**src/rtl/core/trp_pkg.sv**
```systemverilog
// ----------------------------------------------------------------------------
// Text RAM register port package
// Shared types, register numbers and default sizes of the text RAM port.
// ----------------------------------------------------------------------------
package trp_pkg;

  localparam int unsigned TextDepthDefault = 2048;
  localparam int unsigned WideStepDefault  = 128;

  localparam int unsigned PtrWidth  = 16;
  localparam int unsigned AddrWidth = 11;
  localparam int unsigned DataWidth = 8;

  localparam logic       CmdRead    = 1'b0;
  localparam logic       CmdWrite   = 1'b1;
  localparam logic [2:0] RegControl = 3'd1;
  localparam logic [2:0] RegPointer = 3'd6;
  localparam logic [2:0] RegData    = 3'd7;

  typedef struct packed {
    logic [DataWidth-1:0] read_data;
    logic                 mem_write;
    logic [AddrWidth-1:0] mem_address;
    logic [DataWidth-1:0] mem_data;
    logic [PtrWidth-1:0]  pointer_after;
  } result_t;

  typedef struct packed {
    logic                 en;
    logic [PtrWidth-1:0]  addr;
    logic [DataWidth-1:0] data;
  } mem_wr_t;

endpackage

```
**src/rtl/core/trp_regs.sv**
```systemverilog
// ----------------------------------------------------------------------------
// Text RAM register port register file
// Holds the control byte, the pointer and its byte toggle, and forms the
// result and the text RAM write of each accepted bus access.
// ----------------------------------------------------------------------------
module trp_regs #(
  parameter int unsigned TextDepth = trp_pkg::TextDepthDefault,
  parameter int unsigned WideStep  = trp_pkg::WideStepDefault
) (
  input  logic                          clk_i,
  input  logic                          rst_ni,
  input  logic                          fire_i,
  input  logic                          command_i,
  input  logic [2:0]                    register_index_i,
  input  logic [trp_pkg::DataWidth-1:0] write_data_i,
  output trp_pkg::result_t              result_o,
  output trp_pkg::mem_wr_t              mem_wr_o
);

  localparam logic [trp_pkg::PtrWidth:0] DepthMask = (trp_pkg::PtrWidth + 1)'(TextDepth - 1);
  localparam logic [trp_pkg::PtrWidth-1:0] StepWide = trp_pkg::PtrWidth'(WideStep);
  localparam logic [trp_pkg::PtrWidth-1:0] StepOne  = trp_pkg::PtrWidth'(1);

  logic [7:0]                   control_q, control_d;
  logic [7:0]                   ptr_lo_q, ptr_lo_d;
  logic [7:0]                   ptr_hi_q, ptr_hi_d;
  logic                         hi_next_q, hi_next_d;
  logic [trp_pkg::PtrWidth-1:0] ptr_cur;
  logic [trp_pkg::PtrWidth-1:0] ptr_adv;
  logic [trp_pkg::PtrWidth-1:0] idx;
  logic                         is_data;

  assign ptr_cur = {ptr_hi_q, ptr_lo_q};
  assign idx     = ptr_cur & DepthMask[trp_pkg::PtrWidth-1:0];
  assign ptr_adv = ptr_cur + (control_q[0] ? StepWide : StepOne);
  assign is_data = (command_i == trp_pkg::CmdWrite) && (register_index_i == trp_pkg::RegData);

  always_comb begin
    control_d = control_q;
    ptr_lo_d  = ptr_lo_q;
    ptr_hi_d  = ptr_hi_q;
    hi_next_d = hi_next_q;
    if (fire_i && command_i == trp_pkg::CmdWrite) begin
      case (register_index_i)
        trp_pkg::RegControl: begin
          control_d = write_data_i;
        end
        trp_pkg::RegPointer: begin
          if (hi_next_q) begin
            ptr_hi_d = write_data_i;
          end else begin
            ptr_lo_d = write_data_i;
          end
          hi_next_d = ~hi_next_q;
        end
        trp_pkg::RegData: begin
          ptr_hi_d = ptr_adv[15:8];
          ptr_lo_d = ptr_adv[7:0];
        end
        default: begin
        end
      endcase
    end
  end

  always_comb begin
    result_o.read_data     = '0;
    result_o.mem_write     = is_data;
    result_o.mem_address   = is_data ? idx[trp_pkg::AddrWidth-1:0] : '0;
    result_o.mem_data      = is_data ? write_data_i : '0;
    result_o.pointer_after = {ptr_hi_d, ptr_lo_d};
    mem_wr_o.en            = fire_i && is_data;
    mem_wr_o.addr          = idx;
    mem_wr_o.data          = write_data_i;
  end

  always_ff @(posedge clk_i or negedge rst_ni) begin
    if (!rst_ni) begin
      control_q <= '0;
      ptr_lo_q  <= '0;
      ptr_hi_q  <= '0;
      hi_next_q <= 1'b0;
    end else begin
      control_q <= control_d;
      ptr_lo_q  <= ptr_lo_d;
      ptr_hi_q  <= ptr_hi_d;
      hi_next_q <= hi_next_d;
    end
  end

endmodule

```
**src/rtl/core/trp_text_mem.sv**
```systemverilog
// ----------------------------------------------------------------------------
// Text RAM
// Synchronous byte-wide text memory, written once per data register write.
// ----------------------------------------------------------------------------
module trp_text_mem #(
  parameter int unsigned TextDepth = trp_pkg::TextDepthDefault
) (
  input logic             clk_i,
  input trp_pkg::mem_wr_t mem_wr_i
);

  localparam int unsigned AddrBits = $clog2(TextDepth);

  logic [trp_pkg::DataWidth-1:0] text_mem [TextDepth];

  always_ff @(posedge clk_i) begin
    if (mem_wr_i.en) begin
      text_mem[mem_wr_i.addr[AddrBits-1:0]] <= mem_wr_i.data;
    end
  end

endmodule

```
**src/rtl/core/trp_out_buf.sv**
```systemverilog
// ----------------------------------------------------------------------------
// Result buffer
// Output register with a skid stage, so a new transfer is taken while a
// finished result waits downstream.
// ----------------------------------------------------------------------------
module trp_out_buf (
  input  logic             clk_i,
  input  logic             rst_ni,
  input  logic             in_fire_i,
  input  trp_pkg::result_t result_i,
  output logic             full_o,
  output logic             out_valid_o,
  input  logic             out_stall_i,
  output trp_pkg::result_t result_o
);

  logic             out_valid_q, out_valid_d;
  logic             skid_valid_q, skid_valid_d;
  trp_pkg::result_t out_q, out_d;
  trp_pkg::result_t skid_q, skid_d;
  logic             advance;

  assign advance = !out_valid_q || !out_stall_i;

  always_comb begin
    out_valid_d  = out_valid_q;
    skid_valid_d = skid_valid_q;
    out_d        = out_q;
    skid_d       = skid_q;
    if (advance) begin
      if (skid_valid_q) begin
        out_d        = skid_q;
        out_valid_d  = 1'b1;
        skid_valid_d = 1'b0;
      end else begin
        out_d       = result_i;
        out_valid_d = in_fire_i;
      end
    end else if (in_fire_i) begin
      skid_d       = result_i;
      skid_valid_d = 1'b1;
    end
  end

  always_ff @(posedge clk_i or negedge rst_ni) begin
    if (!rst_ni) begin
      out_valid_q  <= 1'b0;
      skid_valid_q <= 1'b0;
    end else begin
      out_valid_q  <= out_valid_d;
      skid_valid_q <= skid_valid_d;
    end
  end

  always_ff @(posedge clk_i) begin
    out_q  <= out_d;
    skid_q <= skid_d;
  end

  assign full_o      = skid_valid_q;
  assign out_valid_o = out_valid_q;
  assign result_o    = out_q;

endmodule

```
**src/rtl/core/text_ram_register_port.sv**
```systemverilog
// ----------------------------------------------------------------------------
// Text RAM register port core
// CPU register port into a text RAM with an auto-incrementing pointer.
// ----------------------------------------------------------------------------
// The core takes one bus access transfer per clock unless the input is
// stalled, and returns one registered result transfer for each. Control,
// pointer and toggle updates are registered in the register file, and a
// data write goes to the text RAM in the same cycle, so accesses follow back
// to back without hazards. A two-entry result buffer lets one more transfer
// in while a result is stalled; input stalls only once both entries are full.
module text_ram_register_port_core #(
  parameter int unsigned TextDepth = trp_pkg::TextDepthDefault,
  parameter int unsigned WideStep  = trp_pkg::WideStepDefault
) (
  input  logic                          clk_i,
  input  logic                          rst_ni,
  input  logic                          in_valid_i,
  output logic                          in_stall_o,
  input  logic                          command_i,
  input  logic [2:0]                    register_index_i,
  input  logic [trp_pkg::DataWidth-1:0] write_data_i,
  output logic                          out_valid_o,
  input  logic                          out_stall_i,
  output logic [trp_pkg::DataWidth-1:0] read_data_o,
  output logic                          mem_write_o,
  output logic [trp_pkg::AddrWidth-1:0] mem_address_o,
  output logic [trp_pkg::DataWidth-1:0] mem_data_o,
  output logic [trp_pkg::PtrWidth-1:0]  pointer_after_o
);

  logic             in_fire;
  logic             buf_full;
  trp_pkg::result_t result;
  trp_pkg::result_t result_out;
  trp_pkg::mem_wr_t mem_wr;

  assign in_stall_o = buf_full;
  assign in_fire    = in_valid_i && !buf_full;

  trp_regs #(
    .TextDepth(TextDepth),
    .WideStep (WideStep)
  ) u_regs (
    .clk_i           (clk_i),
    .rst_ni          (rst_ni),
    .fire_i          (in_fire),
    .command_i       (command_i),
    .register_index_i(register_index_i),
    .write_data_i    (write_data_i),
    .result_o        (result),
    .mem_wr_o        (mem_wr)
  );

  trp_text_mem #(
    .TextDepth(TextDepth)
  ) u_text_mem (
    .clk_i   (clk_i),
    .mem_wr_i(mem_wr)
  );

  trp_out_buf u_out_buf (
    .clk_i      (clk_i),
    .rst_ni     (rst_ni),
    .in_fire_i  (in_fire),
    .result_i   (result),
    .full_o     (buf_full),
    .out_valid_o(out_valid_o),
    .out_stall_i(out_stall_i),
    .result_o   (result_out)
  );

  assign read_data_o     = result_out.read_data;
  assign mem_write_o     = result_out.mem_write;
  assign mem_address_o   = result_out.mem_address;
  assign mem_data_o      = result_out.mem_data;
  assign pointer_after_o = result_out.pointer_after;

endmodule

```
**config.mk**
```make
export PLATFORM = sky130hd
export DESIGN_NAME = text_ram_register_port_core
export DESIGN_NICKNAME = d
export VERILOG_FILES = /design/src/rtl/core/trp_pkg.sv /design/src/rtl/core/trp_regs.sv /design/src/rtl/core/trp_text_mem.sv /design/src/rtl/core/trp_out_buf.sv /design/src/rtl/core/text_ram_register_port.sv
export SDC_FILE = /design/constraint.sdc
export NUM_CORES = 1
export LEC_CHECK = 0
export ABC_AREA = 1
export ABC_CLOCK_PERIOD_IN_PS = 3800
export BUFFER_PORTS_ARGS = -buffer_cell sky130_fd_sc_hd__buf_2
export CORE_MARGIN = 8
export CORE_UTILIZATION = 45
export CTS_BUF_LIST = sky130_fd_sc_hd__clkbuf_4
export CTS_CLUSTER_DIAMETER = 80
export CTS_CLUSTER_SIZE = 28
export DETAILED_ROUTE_END_ITERATION = 12
export PLACE_DENSITY = 0.65
export SYNTH_ARGS = -nofsm -noshare
export SYNTH_HDL_FRONTEND = slang
export SYNTH_SLANG_ARGS = --single-unit
export TNS_END_PERCENT = 20
```
**constraint.sdc**
```tcl
create_clock -name clk_i -period 3.8 [get_ports clk_i]
set_input_delay 0.38 -clock clk_i [delete_from_list [all_inputs] [get_ports clk_i]]
set_output_delay 0.38 -clock clk_i [all_outputs]
set_load 0.02 [all_outputs]
```
==> summary.md, run 1 <==
| Metric | Value |
|---|---|
| Period utilization | approximately three fifths |
| Total via count in the routed design | approximately 3000 |
| RR Endpoint | u_out_buf.result_o[12] |
| R2R depth | 10 |
| Die X | around 110 microns |
| Synth Flop Type | edfxtp_1 |
| Critical path fanouts, max | 38 |
| CP arrival | 2.50 ns |
| Via/cell ratio | ~4.8 |
| Worst setup SP type | flop |
| Iter 0 DRT Violations | 200 |
| Worst-case clock buffer depth | 2 |
| Final worst setup slack | 1.51 ns |
| FFs w/ async S/R, synth | between 20% and 30% |
| WL/cell | around 15 microns |
| CTS tree | yes |
| Gr busiest metal | met2 |
| GRT Util Overall | ~15% |
| CP Capture Type | flop |
| Largest net degree at the start of global routing | 40 |
| Share of cells above drive strength 1 | 23.7% |
| CTS Buf Count | 9 |
| Vias in the first global route | a little over 3000 |
| RSZ-0062 raised after global routing | false |
| Antenna Violating Nets Remaining | 0 |
| Top cells by area, synth | edfxtp_1, nand2_1, dfrtp_1 |
| # setup viols final | 0 |
| Final hold viol count | 0 |
| R2R setup slack | between 1.5 and 2 ns |
| Worst skew pair latency | about 0.43 ns |
| # nets final | just over 500 |
| Largest incremental delay on the critical path | roughly 0.5 ns |
| Yosys cell types | 33 |
| Hold wc startpoint | write_data_i[7] |
| WP data required | about 4 ns |
| CTS root buf | clkbuf_4 |
| Clock slew at reported path FFs | roughly 0.16 ns |
| Placed Instances | 610 |
| Synth Warn # | 0 |
| Worst VDD drop | just over 0.2 mV |
| Htree depth | 3 |
| Crit path kind | flop to flop |
| Initial antenna violation count | 1 |
| Hold crit path type | primary input to flop |
| Hold depth | 3 |
| Post-synth EDFFs | 72 |
| I/O pin count | 62 |
| First-pass iteration count of the detailed router | 5 |
| Final worst path period need | around 2.3 ns |
| Power Total | ~2.5 mW |
| Pins Over Slew Limit | 0 |
| Total routed wirelength | around 9300 microns |
| Sequence of cells on the critical path | inv_2 -> nand3_4 -> nor2_4 -> inv_2 -> nor2_2 -> o21ai_1 -> inv_1 -> nand2_2 -> nand2_1 -> nand2_1 |
| Grt total ovfl | 0 |
| Syn Inst Count | approximately 440 |
| Fmax | roughly 440 MHz |
| First-pass GRT wire length | ~15000 microns |
| Initial core utilization | 46.5% |
| Pre-CTS WS | approximately 1.5 ns |
| Hold endpoint | u_regs.ptr_hi_q[7] |
| Layout Skew | slightly below 0.02 ns |
| Max Cap Violations | 0 |
| PortBufs | between 50 and 60 |
| Die Y-Extent | 114 microns |
| DRC viols | 0 |
| Outcome | finished clean |
| Power Density | 513 nW/um^2 |
| Seq/Total Area, Yosys | around 60% |
| Setup TNS | 0 ns |
| Max-slew headroom | 36.6% |
| Reg-to-Reg Start | u_out_buf.full_o |
| Grt met1 use | about a fifth |
| Mean Syn Cell Area | a little under 10 sq um |
| Routability-driven placement congestion ratio | ~0.89 |
| Clock sinks | 92 |
| Area share of the largest cell type after synthesis | between 50% and 60% |
| Core area | 9280 sq um |
| Post-synthesis register bit count | 92 |
| Leakage power | 2.13 nW |
| DPL Wire Length | about 6700 microns |
| Fin cells | between 600 and 700 |
| Area delta synth->final | 12.1% |
| Crit path max-delay cell type | inv_2 |
| Resized cells post-CTS | 0 |
| Fill cells | around 870 |
| Global routing usage on met2 | between 20% and 30% |
| Grt met3 use | roughly 3.2% |
| Full die area | roughly 13000 sq um |
| Mapped Area | 4320 sq um |
| Worst Tran Pin Value | between 0.9 and 1 ns |
| Yosys top cell by area | edfxtp_1 |
| Rows | 35 |
[cell usage in the layout, fill, tap and decap left out, types with 3 or more instances in the layout]
cell      instances
dfrtp_1          20
nand3_1          24
o21ai_0          12
clkinv_2          3
edfxtp_1         72
o211ai_1          5
nand2_2           4
o21ai_1           4
o22ai_1           5
nor2_4            7
nand2_1         159
ha_1              3
conb_1            8
inv_2             6
a21oi_1           4
nor2_1           17
buf_4             3
nor2_2           21
buf_2            53
clkbuf_4          9
inv_1            35
nor3_1            4
o211ai_2          3
[synthesized netlist by cell type, types with 2 or more instances]
master    count
a21oi_1       4
a22oi_1       2
a31oi_1       2
buf_1         2
buf_2         3
buf_4        10
clkbuf_1      5
dfrtp_1      20
edfxtp_1     72
ha_1          3
inv_1        35
inv_2         6
nand2_1     160
nand2_2       3
nand3_1      24
nor2_1       18
nor2_2       20
nor2_4        7
nor3_1        4
o211ai_1      5
o211ai_2      3
o21ai_0      12
o21ai_1       4
o22ai_1       5
[sequential cells by signal, indices dropped and copies added, names as in the netlist]
name / cells
u_regs.control_q: 1
u_regs.hi_next_q: 1
u_out_buf.full_o: 1
u_out_buf.result_o: 36
u_regs.ptr_lo_q: 8
u_out_buf.out_valid_o: 1
u_out_buf.skid_q: 36
u_regs.ptr_hi_q: 8
[where the power goes]
| group | switching [mW] | total (mW) | internal (mW) |
|---|---|---|---|
| registers | 0.100 | 1.36 | 1.26 |
| clock network | 0.342 | 0.547 | 0.206 |
| logic | 0.400 | 0.574 | 0.174 |
[repair_timing]
action | CTS | global route
hold buffers | 1 | 0
hold endpoints to repair | 20 | 0
buffers inserted | 0 | 0
[critical path: cells and delay by family (launching register included)]
family	cells	cell delay (ns)
buffers and inverters	3	0.69
AO/OA/AOI/OAI	1	0.08
flip-flops	1	0.41
AND/OR/NAND/NOR	6	0.89
[metrics by stage]
| step | hold slack [ns] | util [%] | cell area, sq um |
|---|---|---|---|
| after floorplan | 0.0844 | - | 4340 |
| after global placement | 0.376 | 50.4 | 4680 |
| after detailed placement | 0.381 | 50.4 | 4680 |
| after CTS | 0.205 | 52.1 | 4830 |
| after global routing | 0.204 | 52.1 | 4840 |
| final | 0.230 | 52.1 | 4840 |
[worst max path at each step]
| stage | end | startpoint | cells after the start | slack (ns) |
|---|---|---|---|---|
| after floorplan | u_out_buf.skid_q[0] | u_out_buf.out_valid_o | 2 | 0.40 |
| final | u_out_buf.result_o[12] | u_out_buf.full_o | 10 | 1.51 |
| after CTS | u_out_buf.result_o[12] | u_out_buf.full_o | 10 | 1.48 |
| after detailed placement | u_out_buf.result_o[12] | u_out_buf.full_o | 10 | 1.50 |
| after global routing | u_out_buf.result_o[12] | u_out_buf.full_o | 10 | 1.26 |
| after global placement | u_out_buf.result_o[12] | u_out_buf.full_o | 10 | 1.59 |
[cells by family after synthesis]
logic type | after synthesis | synth area share (%)
flip-flops | 92 | 61.7
AND/OR/NAND/NOR | 238 | 24.6
adder cells (fa/ha/maj) | 3 | 0.870
buffers and inverters | 62 | 6.38
other | 1 | 0.0869
AO/OA/AOI/OAI | 42 | 6.44
[area by class of cell]
type | count | area (sq um) | area share, %
Antenna cell | 1 | 2.50 | 0.0517
Clock buffer | 9 | 67.6 | 1.40
Clock inverter | 7 | 76.3 | 1.58
Inverter | 42 | 159 | 3.29
Multi-Input combinational cell | 291 | 1410 | 29.2
Sequential cell | 92 | 2660 | 55.0
Tap cell | 129 | 161 | 3.34
Timing Repair Buffer | 57 | 298 | 6.16
[per-layer routing]
metal	vias up	wire, microns
li1	1543	-
met1	1391	4200
met2	81	4620
met3	6	401
met4	0	99
met5	-	0
Note: power is estimated with default switching activity, not from simulation.
==> inputs of run 2 (changes only) <==
Settings changed: ABC_CLOCK_PERIOD_IN_PS 3800 to 1900, PLACE_DENSITY 0.65 to 0.68.
Clock period 3.8 ns to 1.9 ns, I/O delays scaled along.
==> run 2 against run 1 <==
Effect of this change: utilization increased by 2.2 points; final area up 4.2%; via count grew 3.5%; sequential cell count unchanged; hold slack got worse by 0.21 ns; sequential power increased by 99%; register-to-register slack worse by 1.4 ns; clock skew shrank 0.0029 ns; routed wire length grew 3.4%; first-iteration DRC count is 17% lower; critical path type unchanged.
==> summary.md, run 2 (same netlist as run 1, synthesis figures left out) <==
| Metric | Value |
|---|---|
| Fmax | 547 MHz (+25%) |
| CTS tree | yes |
| Core area | 9280 sq um (unchanged) |
| First-pass iteration count of the detailed router | 4 (-1) |
| Period utilization | 96.2% (+36 points) |
| Pins Over Slew Limit | 0 (unchanged) |
| Placed instance area | 4780 sq um (+2.1%) |
| Worst-case clock buffer depth | 2 (unchanged) |
| CTS Buf Count | 9 (unchanged) |
| Htree depth | 3 (unchanged) |
| PortBufs | 53 (unchanged) |
| WP data required | 2.22 ns (-1.79 ns) |
| Final worst path period need | 1.83 ns (-0.463 ns) |
| Total via count in the routed design | 3128 (+3.5%) |
| CP arrival | 2.15 ns (-0.35 ns) |
| I/O pin count | 62 (unchanged) |
| Initial antenna violation count | 1 (unchanged) |
| R2R depth | 11 (+1) |
| First-pass GRT wire length | 15500 microns (+0.27%) |
| Worst VDD drop | 0.341 mV (+67%) |
| Max-slew headroom | 65.4% (+29 points) |
| Rows | 35 (unchanged) |
| Final worst setup slack | 0.0715 ns (-1.44 ns) |
| DRC viols | 0 (unchanged) |
| Pre-CTS WS | -0.0126 ns (-1.51 ns) |
| Grt total ovfl | 0 (unchanged) |
| FF/Latch Area | 2660 sq um (unchanged) |
| Die X | 114 microns (unchanged) |
| DPL Wire Length | 7110 microns (+5.8%) |
| Share of cells above drive strength 1 | 28.5% (+4.8 points) |
| Vias in the first global route | 3106 (+1.5%) |
| CTS root buf | clkbuf_4 |
| Leakage power | 2.20 nW (+3.5%) |
| Area delta synth->final | 16.7% |
| Worst Tran Pin Value | 0.518 ns (-0.430 ns) |
| Outcome | finished clean |
| Iter 0 DRT Violations | 167 (-17%) |
| CP Capture Type | flop |
| Area of the multi-input gates | 1500 sq um (+6.1%) |
| # setup viols final | 0 (unchanged) |
| Final instance area | 5040 sq um (+4.2%) |
| Critical path fanouts, max | 3 (-92%) |
| Max Cap Violations | 0 (unchanged) |
| Via/cell ratio | 4.87 (+1.3%) |
| Power Density | 1020 nW/um^2 (+99%) |
| Fill cells | 851 (-2.5%) |
| Clock sinks | 92 (unchanged) |
| Crit path kind | flop to flop |
| RSZ-0062 raised after global routing | true |
| Worst skew pair latency | 0.44 ns (about the same) |
| Initial core utilization | 46.5% (unchanged) |
| Die Y-Extent | 114 microns (unchanged) |
| Clock slew at reported path FFs | 0.15 ns (about the same) |
| Hold crit path type | primary input to flop |
| Antenna Violating Nets Remaining | 0 (unchanged) |
| Commonest non-fill, non-tap cell in the layout | nand2_1 |
| WL/cell | 15.0 microns (+1.1%) |
| Layout Skew | 0.0164 ns (-0.00291 ns) |
| Hold depth | 3 (unchanged) |
| Total routed wirelength | 9630 microns (+3.4%) |
| Most frequent cells in the layout | nand2_1, edfxtp_1, buf_2 |
| Full die area | 13000 sq um (unchanged) |
| GRT Util Overall | 15.1% (+0.076 points) |
| # nets final | 526 (+2.7%) |
| Worst setup SP type | flop |
| Largest net degree at the start of global routing | 39 (-2.5%) |
| Routability-driven placement congestion ratio | 0.910 (+2.5%) |
| Final hold viol count | 0 (unchanged) |
[run 2: cell types whose count changed in the layout (fill, tap and decap cells not counted), moves of 3 or more]
cell,delta
nand2_1,-7
buf_4,+12
ha_1,-3
ha_4,+3
nand2_2,+6
[run 2: repair_timing]
action                                  CTS  global route
gates resized for setup                   1            20
pin swaps                                 0             6
endpoints found under the setup margin    1            16
setup buffers                             0             3
hold buffers                              2             0
endpoints found under the hold margin    21             0
[run 2: path summary, 6_finish.rpt]
check | to | slack, ns | startpoint
max | u_out_buf.result_o[2] | 0.07 | u_regs.control_q[0]
min | u_regs.ptr_hi_q[7] | 0.02 | write_data_i[7]
max reg2reg | u_out_buf.result_o[2] | 0.07 | u_regs.control_q[0]
min reg2reg | u_out_buf.result_o[3] | 0.53 | u_out_buf.skid_q[3]
max in group asynchronous | u_regs.ptr_lo_q[3] | 1.30 | rst_ni
min in group asynchronous | u_out_buf.out_valid_o | 0.24 | rst_ni
[run 2: worst max-delay path, cell delays in order, from the launching register on]
cell and delay [ns]:
dfrtp_1 0.45, inv_2 0.07, ha_4 0.17, ha_4 0.15, nand2_2 0.09, buf_4 0.12
inv_1 0.04, o31ai_1 0.23, nand2_1 0.07, o21ai_1 0.16, nand2_1 0.08, nand2_1 0.06
[run 2: layout make-up]
class                   count  area share (%)
flip-flops and latches     92            52.8
multi-input cells         291            29.7
repair buffers             71            8.29
well taps                 129            3.20
inverters                  42            3.15
clock buffers              10            1.49
clock inverters             6            1.27
diodes                      1          0.0497
[run 2: stage by stage]
| stage | instances | power (mW) | setup TNS [ns] | util, % | hold slack (ns) |
|---|---|---|---|---|---|
| after global routing | 642 | 5.42 | -0.0516 | 54.3 | 0.0450 |
| after global placement | 620 | 3.98 | 0 | 51.5 | 0.183 |
| after CTS | 638 | 5.07 | 0 | 53.2 | 0.0335 |
| final | 642 | 5.14 | 0 | 54.3 | 0.0170 |
| after floorplan | 445 | 3.56 | 0 | - | -0.106 |
| after detailed placement | 620 | 4.00 | -0.0126 | 51.5 | 0.186 |
[run 2: routing by layer]
layer	GRT usage [%]	up-vias	part of all wire (%)
li1	-	1573	-
met1	18.6	1480	44
met2	26.1	67	50
met3	2.06	8	4.4
met4	6.39	0	1.1
met5	0	-	0
[run 2: where the power goes]
group / total (mW) / leakage [nW] / switching (mW) / internal, mW
clock: 1.08 / 0.0744 / 0.667 / 0.417
combinational: 1.35 / 1.17 / 0.880 / 0.465
sequential: 2.71 / 0.959 / 0.192 / 2.52
total: 5.14 / 2.20 / 1.74 / 3.40
==> inputs of run 3 (changes only) <==
Settings changed: CORE_UTILIZATION 45 to 25, PLACE_DENSITY 0.68 to not set.
==> run 3 against run 2 <==
Effect of this change: total power shrank 2.6%; cell count up 15%; critical endpoint is now u_out_buf.result_o[6]; first-iteration DRC count grew 24%; final area is 2.6% higher; non-clock buffer count fell by 1; die area rose by 67%; setup slack improved by 0.022 ns; sequential power hardly changed.
==> summary.md, run 3 (same netlist as run 1, synthesis figures left out) <==
| Metric | Value |
|---|---|
| Outcome | finished clean |
| Antenna Violating Nets Remaining | 0 (unchanged) |
| CTS root buf | clkbuf_4 |
| # setup viols final | 0 (unchanged) |
| Layout Skew | 0.0198 ns (+0.00335 ns) |
| I/O pin count | 62 (unchanged) |
| Kind of cell adding the most delay to the critical path | flip-flops |
| DPL Wire Length | 7300 microns (+2.6%) |
| Hold slack | 0.0346 ns (+0.0176 ns) |
| Leakage power | 2.20 nW (-0.23%) |
| Full die area | 21700 sq um (+67%) |
| Rows | 48 (+37%) |
| Worst skew pair latency | 0.46 ns (+0.02 ns) |
| CTS tree | yes |
| Internal Power | 3.26 mW (-4.1%) |
| CTS Buf Count | 9 (unchanged) |
| Total routed wirelength | 9990 microns (+3.8%) |
| Sequence of cells on the critical path | inv_2 -> ha_4 -> ha_4 -> nand2_4 -> buf_4 -> inv_1 -> a21oi_2 -> o21ai_1 -> o21bai_1 -> buf_4 -> nand2_1 -> nand2_1 |
| GRT Util Overall | 9.47% (-5.7 points) |
| Initial antenna violation count | 1 (unchanged) |
| Switching share of power | 34.8% (+1.0 points) |
| Pins Over Slew Limit | 0 (unchanged) |
| Max Cap Violations | 0 (unchanged) |
| Worst-case clock buffer depth | 2 (unchanged) |
| Share of cells above drive strength 1 | 29.2% (+0.64 points) |
| First-pass GRT wire length | 16200 microns (+4.2%) |
| Crit path max-delay cell type | dfrtp_1 |
| RSZ-0062 raised after global routing | true |
| Worst setup SP type | flop |
| Clock sinks | 92 (unchanged) |
| Die Y-Extent | 147 microns (+29%) |
| Final hold viol count | 0 (unchanged) |
| Period utilization | 95.1% (-1.2 points) |
| Fmax | 554 MHz (+1.2%) |
| Commonest non-fill, non-tap cell in the layout | nand2_1 |
| Comb pwr share | 26.7% (+0.5 points) |
| Vias in the first global route | 3116 (+0.32%) |
| Crit path kind | flop to flop |
| Routability-driven placement congestion ratio | 0.884 (-2.9%) |
| WL/cell | 13.6 microns (-9.6%) |
| Htree depth | 3 (unchanged) |
| Switching pwr | 1.74 mW (+0.31%) |
| Power Total | 5.01 mW (-2.6%) |
| Iter 0 DRT Violations | 207 (+24%) |
| CP Capture Type | flop |
| Fin cells | 737 (+15%) |
| Clock slew at reported path FFs | 0.15 ns (about the same) |
| Via/cell ratio | 4.14 (-15%) |
| Hold crit path type | primary input to flop |
| First-pass iteration count of the detailed router | 4 (unchanged) |
| Grt total ovfl | 0 (unchanged) |
| Largest net degree at the start of global routing | 39 (unchanged) |
| DRC viols | 0 (unchanged) |
| WP data required | 2.24 ns (+0.02 ns) |
| CP arrival | 2.15 ns (about the same) |
| Initial core utilization | 25.2% (-21 points) |
| Clk pwr share | 18.9% (-2.2 points) |
| Critical path fanouts, max | 3 (unchanged) |
| Final core utilization | 30.2% (-24 points) |
| Fill cells | 1804 (+110%) |
| CP Buf/Inv Count | 4 (+1) |
| Most frequent cells in the layout | nand2_1, edfxtp_1, buf_2 |
| Total via count in the routed design | 3051 (-2.5%) |
| Area delta synth->final | 19.8% |
| Core area | 17100 sq um (+84%) |
| Reg power frac | 54.5% (+1.8 points) |
| Worst VDD drop | 0.301 mV (-12%) |
| Final worst path period need | 1.81 ns (-0.0222 ns) |
| Largest incremental delay on the critical path | 0.44 ns (about the same) |
| PortBufs | 53 (unchanged) |
| Power Density | 968 nW/um^2 (-5.1%) |
| # nets final | 525 (-0.19%) |
| Placed Instances | 715 (+15%) |
| Setup TNS | 0 ns (unchanged) |
| Die X | 147 microns (+29%) |
## run 3: layer usage
metal | track usage [%] | routed length [microns] | part of all wire, % | vias up
met1 | 11.1 | 4400 | 44 | 1413
met2 | 15.9 | 4900 | 49 | 58
li1 | - | - | - | 1566
met3 | 2.08 | 448 | 4.5 | 14
met5 | 0 | 0 | 0 | -
met4 | 5.15 | 242 | 2.4 | 0
## run 3: power groups by stage
stage          logic [mW]  clock network, mW  registers (mW)
2_1_floorplan       0.704                  0            2.85
3_3_place_gp         1.24                  0            2.75
3_5_place_dp         1.26                  0            2.75
4_1_cts              1.27              0.981            2.71
5_1_grt              1.50               1.05            2.77
6_report             1.33              0.945            2.73
## run 3: path summary, 6_finish.rpt
path | slack, ns | depth (start not counted) | from | to
hold / removal | 0.03 | 3 | write_data_i[7] | u_regs.ptr_hi_q[7]
hold reg to reg | 0.53 | 2 | u_out_buf.skid_q[30] | u_out_buf.result_o[30]
setup reg to reg | 0.09 | 12 | u_regs.control_q[0] | u_out_buf.result_o[6]
min in group asynchronous | 0.21 | 2 | rst_ni | u_regs.ptr_hi_q[6]
max in group asynchronous | 1.32 | 2 | rst_ni | u_regs.ptr_lo_q[7]
setup / recovery | 0.09 | 12 | u_regs.control_q[0] | u_out_buf.result_o[6]
## run 3: stage by stage
step	setup slack, ns	instance area [sq um]
finish	0.0936	5170
global route	-0.0378	5170
CTS	-0.0000151	5050
detailed placement	-0.0349	4920
global placement	0.0104	4920
floorplan	0.0895	4360
## run 3: final cells by class
class | instances | area (sq um) | area share [%]
Sequential cell | 92 | 2660 | 51.5
Multi-Input combinational cell | 291 | 1510 | 29.3
Timing Repair Buffer | 70 | 435 | 8.42
Tap cell | 225 | 282 | 5.44
Inverter | 42 | 159 | 3.07
Clock buffer | 10 | 75.1 | 1.45
Clock inverter | 6 | 41.3 | 0.798
Antenna cell | 1 | 2.50 | 0.0484
## run 3: worst min-delay path: cells and delay by family
kind                   cells  cell delay [ns]
and+or+nand+nor            2             0.16
buffers and inverters      1             0.11
## run 3: repair_timing
| item | 4_1_cts | 5_1_grt |
|---|---|---|
| hold endpoints to repair | 21 | 0 |
| hold buffers | 2 | 0 |
| pin swaps | 1 | 4 |
| gates resized for setup | 1 | 25 |
| setup buffers | 0 | 3 |
| setup endpoints to repair | 2 | 16 |
